`src/rtl/wlp_pkg.sv`:
```
// shared constants, opcodes, state encoding and word types for the lottery picker
package wlp_pkg;

  localparam int MAX_ENTRIES = 8;
  localparam int WEIGHT_BITS = 24;
  localparam int IDX_W       = 3;
  localparam int CNT_W       = 4;
  localparam int SUM_W       = WEIGHT_BITS + $clog2(MAX_ENTRIES);
  localparam int GEN_W       = 32;
  localparam int DIV_CNT_W   = $clog2(GEN_W);

  localparam logic [GEN_W-1:0]     FALLBACK_SEED = 32'hA5A5_A5A5;
  localparam logic [GEN_W-1:0]     LCG_MUL       = 32'd1664525;
  localparam logic [GEN_W-1:0]     LCG_ADD       = 32'd1013904223;
  localparam logic [DIV_CNT_W-1:0] DIV_LAST      = DIV_CNT_W'(GEN_W - 1);

  typedef enum logic [1:0] {
    OP_PICK   = 2'd0,
    OP_WRITE  = 2'd1,
    OP_RESEED = 2'd2,
    OP_NOP    = 2'd3
  } opcode_t;

  typedef enum logic [2:0] {
    ST_IDLE,
    ST_SUM,
    ST_CHECK,
    ST_ADV,
    ST_DIV,
    ST_WALK
  } state_t;

  typedef struct packed {
    logic [1:0]             opcode;
    logic [IDX_W-1:0]       entry_index;
    logic [WEIGHT_BITS-1:0] weight;
    logic [GEN_W-1:0]       seed;
  } in_word_t;

  typedef struct packed {
    logic [IDX_W-1:0] picked_index;
    logic             pick_made;
  } out_word_t;

endpackage

```
`src/rtl/weighted_lottery_picker_core.sv`:
```
// weighted lottery picker: weight table in ram, lcg generator, serial modulo and weight walk
//
// usage:
//   a command word on item is taken at a rising edge with start high and busy low.
//   opcodes: pick an entry, write one weight, reseed the generator, no operation.
//   every command gives one result word on result, shown for one cycle with done high.
//   write, reseed and no-op: done comes in the cycle after acceptance, busy stays low,
//   so such commands can follow one another every cycle.
//   a pick runs a summing scan of the active entries in the ram, one check step, one
//   generator step, a restoring modulo of the 32-bit generator word by the total, and a
//   walk of the ram; busy is high throughout and done follows. an empty lottery (no
//   active entry or a zero total) ends after the check.
//   the ram read port and the one-bit-per-cycle modulo set the pick time.
//   entry_count is written on the cfg channel; cfg_ready is low while busy.
//   reset clears the table through per-entry valid bits, loads the fallback seed and
//   sets entry_count to zero; nothing needs to sweep the ram.
//   the receiver cannot stall: each result word is valid only in its done cycle.
module weighted_lottery_picker_core import wlp_pkg::*; (
  input  logic             clk,
  input  logic             rst,
  input  logic             start,
  output logic             busy,
  input  in_word_t         item,
  output logic             done,
  output out_word_t        result,
  input  logic             cfg_valid,
  output logic             cfg_ready,
  input  logic [CNT_W-1:0] cfg_data
);

  state_t                  state, state_next;
  logic [CNT_W-1:0]        entry_count;
  logic [CNT_W-1:0]        n_act;
  logic [CNT_W-1:0]        issue_cnt;
  logic [MAX_ENTRIES-1:0]  wvld;
  logic [GEN_W-1:0]        gen, gen_adv, dividend;
  logic [SUM_W-1:0]        total, rem, running, run_sum, acc_sum, rem_next;
  logic [SUM_W:0]          trial;
  logic [DIV_CNT_W-1:0]    bit_cnt;
  logic                    pipe_vld, rd_vld, found;
  logic [IDX_W-1:0]        pipe_idx, picked, rd_addr;
  logic [WEIGHT_BITS-1:0]  ram_q, rd_w;
  logic                    accept, issue, scan_done, ram_we;

  wlp_ram #(
    .WIDTH(WEIGHT_BITS),
    .DEPTH(MAX_ENTRIES)
  ) u_table (
    .clk  (clk),
    .we   (ram_we),
    .waddr(item.entry_index),
    .wdata(item.weight),
    .raddr(rd_addr),
    .rdata(ram_q)
  );

  assign busy      = (state != ST_IDLE);
  assign cfg_ready = !busy;
  assign accept    = start && !busy;

  always_comb begin
    n_act     = (entry_count > CNT_W'(MAX_ENTRIES)) ? CNT_W'(MAX_ENTRIES) : entry_count;
    issue     = ((state == ST_SUM) || (state == ST_WALK)) && (issue_cnt < n_act);
    scan_done = !(issue_cnt < n_act) && !pipe_vld;
    rd_addr   = issue_cnt[IDX_W-1:0];
    // entries never written since reset read as zero
    rd_w      = rd_vld ? ram_q : '0;
    acc_sum   = total + SUM_W'(rd_w);
    run_sum   = running + SUM_W'(rd_w);
    trial     = {rem, dividend[GEN_W-1]};
    rem_next  = (trial >= {1'b0, total}) ? SUM_W'(trial - {1'b0, total}) : trial[SUM_W-1:0];
    gen_adv   = GEN_W'(gen * LCG_MUL) + LCG_ADD;
    ram_we    = accept && (item.opcode == OP_WRITE) &&
                ({1'b0, item.entry_index} < CNT_W'(MAX_ENTRIES));

    state_next = state;
    case (state)
      ST_IDLE: begin
        if (accept && (item.opcode == OP_PICK)) begin
          state_next = ST_SUM;
        end
      end
      ST_SUM: begin
        if (scan_done) begin
          state_next = ST_CHECK;
        end
      end
      ST_CHECK: begin
        if ((n_act == '0) || (total == '0)) begin
          state_next = ST_IDLE;
        end else begin
          state_next = ST_ADV;
        end
      end
      ST_ADV: begin
        state_next = ST_DIV;
      end
      ST_DIV: begin
        if (bit_cnt == DIV_LAST) begin
          state_next = ST_WALK;
        end
      end
      ST_WALK: begin
        if (scan_done) begin
          state_next = ST_IDLE;
        end
      end
      default: begin
        state_next = ST_IDLE;
      end
    endcase
  end

  // control state
  always_ff @(posedge clk) begin
    if (rst) begin
      state       <= ST_IDLE;
      wvld        <= '0;
      gen         <= FALLBACK_SEED;
      entry_count <= '0;
      done        <= 1'b0;
      pipe_vld    <= 1'b0;
    end else begin
      state    <= state_next;
      pipe_vld <= issue;
      done     <= 1'b0;
      if (cfg_valid && cfg_ready) begin
        entry_count <= cfg_data;
      end
      case (state)
        ST_IDLE: begin
          if (accept) begin
            if (item.opcode != OP_PICK) begin
              done <= 1'b1;
            end
            if (ram_we) begin
              wvld[item.entry_index] <= 1'b1;
            end
            if (item.opcode == OP_RESEED) begin
              gen <= (item.seed == '0) ? FALLBACK_SEED : item.seed;
            end
          end
        end
        ST_CHECK: begin
          if ((n_act == '0) || (total == '0)) begin
            done <= 1'b1;
          end
        end
        ST_ADV: begin
          gen <= gen_adv;
        end
        ST_WALK: begin
          if (scan_done) begin
            done <= 1'b1;
          end
        end
        default: begin
        end
      endcase
    end
  end

  // datapath
  always_ff @(posedge clk) begin
    rd_vld   <= wvld[rd_addr];
    pipe_idx <= rd_addr;
    if (issue) begin
      issue_cnt <= issue_cnt + 1'b1;
    end
    case (state)
      ST_IDLE: begin
        issue_cnt <= '0;
        total     <= '0;
        if (accept) begin
          result <= '0;
        end
      end
      ST_SUM: begin
        if (pipe_vld) begin
          total <= acc_sum;
        end
      end
      ST_CHECK: begin
        issue_cnt <= '0;
        running   <= '0;
        found     <= 1'b0;
        picked    <= IDX_W'(n_act - 1'b1);
        result    <= '0;
      end
      ST_ADV: begin
        dividend <= gen_adv;
        rem      <= '0;
        bit_cnt  <= '0;
      end
      ST_DIV: begin
        rem      <= rem_next;
        dividend <= {dividend[GEN_W-2:0], 1'b0};
        bit_cnt  <= bit_cnt + 1'b1;
      end
      ST_WALK: begin
        if (pipe_vld) begin
          running <= run_sum;
          // first entry whose running sum passes the ticket wins
          if (!found && (rem < run_sum)) begin
            found  <= 1'b1;
            picked <= pipe_idx;
          end
        end
        if (scan_done) begin
          result.picked_index <= picked;
          result.pick_made    <= 1'b1;
        end
      end
      default: begin
      end
    endcase
  end

  a_pick_goes_busy: assert property (@(posedge clk) disable iff (rst)
    (accept && (item.opcode == OP_PICK)) |=> busy)
    else $error("pick accepted but block not busy");

  a_other_done_next: assert property (@(posedge clk) disable iff (rst)
    (accept && (item.opcode != OP_PICK)) |=> (done && !result.pick_made))
    else $error("non-pick word did not complete in one cycle");

  a_pick_in_range: assert property (@(posedge clk) disable iff (rst)
    (done && result.pick_made) |-> ({1'b0, result.picked_index} < n_act))
    else $error("picked entry outside active range");

  a_div_nonzero: assert property (@(posedge clk) disable iff (rst)
    (state == ST_DIV) |-> (total != '0))
    else $error("modulo started with zero total");

endmodule

```
`src/rtl/wlp_ram.sv`:
```
// generic single write port, single read port ram with registered read data
module wlp_ram #(
  parameter int WIDTH = 8,
  parameter int DEPTH = 8
) (
  input  logic                     clk,
  input  logic                     we,
  input  logic [$clog2(DEPTH)-1:0] waddr,
  input  logic [WIDTH-1:0]         wdata,
  input  logic [$clog2(DEPTH)-1:0] raddr,
  output logic [WIDTH-1:0]         rdata
);

  logic [WIDTH-1:0] mem [DEPTH];

  always_ff @(posedge clk) begin
    if (we) begin
      mem[waddr] <= wdata;
    end
    rdata <= mem[raddr];
  end

endmodule

```
`config.mk`:
```
export PLATFORM = sky130hd
export DESIGN_NAME = weighted_lottery_picker_core
export DESIGN_NICKNAME = d
export VERILOG_FILES = /design/src/rtl/wlp_pkg.sv /design/src/rtl/weighted_lottery_picker_core.sv /design/src/rtl/wlp_ram.sv
export SDC_FILE = /design/constraint.sdc
export NUM_CORES = 1
export LEC_CHECK = 0
export BUFFER_PORTS_ARGS = -buffer_cell sky130_fd_sc_hd__buf_2
export CAP_MARGIN = 20
export CELL_PAD_IN_SITES_DETAIL_PLACEMENT = 1
export CELL_PAD_IN_SITES_GLOBAL_PLACEMENT = 1
export CORE_MARGIN = 3
export CORE_UTILIZATION = 45
export CTS_BUF_LIST = sky130_fd_sc_hd__clkbuf_16
export DETAILED_ROUTE_END_ITERATION = 10
export PLACE_DENSITY_LB_ADDON = 0.1
export SYNTH_ARGS = -nofsm -noshare
export SYNTH_HDL_FRONTEND = slang
export SYNTH_SLANG_ARGS = --single-unit
```
`constraint.sdc`:
```
create_clock -name clk -period 13.44 [get_ports clk]
set_clock_uncertainty 0.1 [all_clocks]
set_input_delay 2.688 -clock clk [delete_from_list [all_inputs] [get_ports clk]]
set_output_delay 2.688 -clock clk [all_outputs]
set_load 0.005 [all_outputs]
```
==> impl_metrics.ini <==
[status]
status = complete, no violations

[synthesis]
synthCells = 2450
syn_nets = 2927
synth_common_cells = 347 x inv_1, 318 x edfxtp_1, 268 x ha_1
seq_area_frac_synth = 0.4092
syn_area_per_cell_um2 = 11.14
ys_warn_count = 0
syn-cell-area_mm2 = 0.02730
synth_area_leader_cell = edfxtp_1
synth_ff_type = edfxtp_1
yosysMostFrequentCell = inv_1
async_flop_share = 0
synth_seq_cells = 399
synthTopCellsByArea = edfxtp_1 35%, ha_1 12%, fa_1 10%
yosysTopAreaCellShare = 0.3498
synth_edf_count = 318
ys_types = 97

[clocking]
cts_buffer_depth = 3
htree_levels = 2
cts_buffers = 46
cts_root_buffer = clkbuf_16
clk_latency_ns = 0.61
clkSlewWorstSetupHoldPaths_ns = 0.06
cts_setup_buffers = 0
hold_buffers = 0
tritoncts = yes
cts_resized = 0
numClockSinks = 399

[setup_path]
r2r_cells = 22
cpMaxStageDelayCell = dfxtp_1
rr_endpoint = dividend[29]$_DFFE_PP_
critical_path.max_fanout = 11
path_cells = inv_1, ha_1, xnor2_1, ha_1, fa_1, inv_1, fa_1, inv_1, fa_1, fa_1, inv_1, fa_1, inv_1, ha_1, nand2_1, or4_1, a211oi_1, nor3_1, a21oi_1, a31oi_1, xor2_1, o21ai_1
arrival_ns = 7.65
critPathCaptureType = flip-flop
rrSetupSlack_ns = 6.02
path_class = flip-flop to flip-flop
cp-start-kind = flip-flop
r2r-start = gen[1]$_SDFFE_PP0P_
cpPeakStageDelay_ns = 0.64
cp_data_required_time_ns = 13.67

[placement]
post-dp-hpwl_um = 59580
gp_congestion = 0.9303
numPortBuffers = 75

[min_path]
hold_path.class = flip-flop to flip-flop
worst_hold_path.endpoint = wvld[1]$_SDFFE_PP0P_
worstHoldStart = wvld[1]$_SDFFE_PP0P_
hold_depth = 2

[drt]
via_per_inst = 5.671
dr.pass1.iters = 6
post_drt_wl_per_cell_um = 23.44
drt_wl_total_um = 78530
vias = 19000
met3_length_um = 4255
met2_length_um = 35420
drc_errors = 0
drtIter0Drc = 1101
highest-signal-layer = met4
drt-met1-wl_um = 37160
postRouteAntennaNets = 0

[floorplanning]
die_y_um = 252.3
ios = 76
num_rows = 89
core_mm2 = 0.05946
die_area_mm2 = 0.06366
die_w_um = 252.3
start_util = 0.4591

[layout]
multi_input_area_mm2 = 0.01452
nFillCells = 6369
layout-drive-gt1-share = 0.1171
num-nets-final = 3010
regArea_mm2 = 0.01118
synthToLayoutAreaGrowth_pct = 10.45

[sta]
finalHoldViolations = 0
setup_violations = 0
maxSlewHeadroom = 0.2288
period_share = 0.5523
min_period_ns = 7.423
finalSetupTns_ns = 0
hold_ws_ns = 0.3820
grt_setup_unrepaired = no
fmax_mhz = 134.7
tightestPinTransition_ns = 1.146
drv_slew = 0

[power_and_ir_drop]
p_leak_nw = 12.65
peakVddDrop_mv = 0.4366
cellPowerDensity_mw_per_mm2 = 262.5

[global_routing]
overflow = 0
gr-usage-all-layers = 0.2523
grt_antenna_before_repair = 8
grt_pass1_wl_um = 122800
grt_pass1_vias = 20360
grt_max_degree = 65

[job]
max_cap_viol_count = 0
per-layer routing:
| layer | vias to the layer above | global-route usage |
|---|---|---|
| met5 | - | 0 |
| met4 | 0 | 0.05900 |
| met3 | 97 | 0.04435 |
| met2 | 400 | 0.3938 |
| met1 | 9659 | 0.3687 |
| li1 | 8842 | - |
flip-flops by register name (all words and copies together), names as in the netlist, 4 cells and up:
| register | flops |
|---|---|
| bit_cnt | 5 |
| u_table.mem | 192 |
| issue_cnt | 4 |
| total | 27 |
| result | 4 |
| wvld | 8 |
| u_table.rdata | 24 |
| entry_count | 4 |
| dividend | 32 |
| rem | 27 |
| running | 27 |
| gen | 32 |
cell type report:
type | instances | share of cell area
Clock buffer | 46 | 0.03817
Timing Repair Buffer | 105 | 0.01983
Sequential cell | 399 | 0.3706
Antenna cell | 6 | 0.0004979
Tap cell | 773 | 0.03207
Multi-Input combinational cell | 1631 | 0.4814
Clock inverter | 40 | 0.01382
Inverter | 350 | 0.04357
cell families (layout without fill, tap and decap cells):
| kind of cell | count (synthesis) | after routing | share of synthesized area |
|---|---|---|---|
| other | 0 | 6 | 0 |
| xor gates and xnor gates | 100 | 100 | 0.03258 |
| DFF | 399 | 399 | 0.4092 |
| and+or+nand+nor | 589 | 589 | 0.1055 |
| adders and majority gates | 408 | 408 | 0.2255 |
| AOI/OAI and AO/OA | 431 | 431 | 0.1046 |
| muxes | 103 | 103 | 0.06205 |
| buffers and inverters | 420 | 541 | 0.06068 |
where the power goes:
part	internal, W	total [W]	switching, W
combinational	0.00197	0.00505	0.00308
sequential	0.00153	0.00156	0.0000301
clock	0.000764	0.00130	0.000537
how the worst max path moves through the flow:
stage | end | startpoint | slack [ns]
global placement | dividend[29]$_DFFE_PP_ | gen[1]$_SDFFE_PP0P_ | 6.33
detailed placement | dividend[29]$_DFFE_PP_ | gen[1]$_SDFFE_PP0P_ | 6.11
finish | dividend[29]$_DFFE_PP_ | gen[1]$_SDFFE_PP0P_ | 6.02
CTS | dividend[29]$_DFFE_PP_ | gen[1]$_SDFFE_PP0P_ | 6.13
global route | dividend[31]$_DFFE_PP_ | gen[1]$_SDFFE_PP0P_ | 5.69
floorplan | dividend[31]$_DFFE_PP_ | gen[1]$_SDFFE_PP0P_ | 6.88
cell usage in the layout, fill, tap and decap left out, types with 46 or more instances in the layout:
cell	count
inv_1	353
edfxtp_1	318
ha_1	268
nor2_1	174
fa_1	140
nand2_1	138
a21oi_1	101
dfxtp_1	79
o21ai_0	77
buf_2	76
xnor2_1	66
mux4_2	50
clkbuf_16	46
stage by stage:
step	setup slack (ns)	instances	cell area [um2]	utilization	total power, W
2_1_floorplan	6.879	2450	27300	-	0.005326
5_1_grt	5.695	3344	30140	0.5068	0.008634
3_5_place_dp	6.107	3258	28570	0.4805	0.006583
3_3_place_gp	6.333	3257	28570	0.4804	0.006434
6_report	6.017	3350	30150	0.5071	0.007914
4_1_cts	6.126	3344	30140	0.5068	0.007925
critical path, delay by kind of cell, from the launching register on:
kind	cells	cell delay, ns
adder cells (fa/ha/maj)	8	3.83
AND/OR/NAND/NOR	3	0.87
AO/OA/AOI/OAI	4	0.81
flip-flops	1	0.64
buffers and inverters	5	0.49
XOR/XNOR	2	0.44
(Power assumes the default switching activity.)
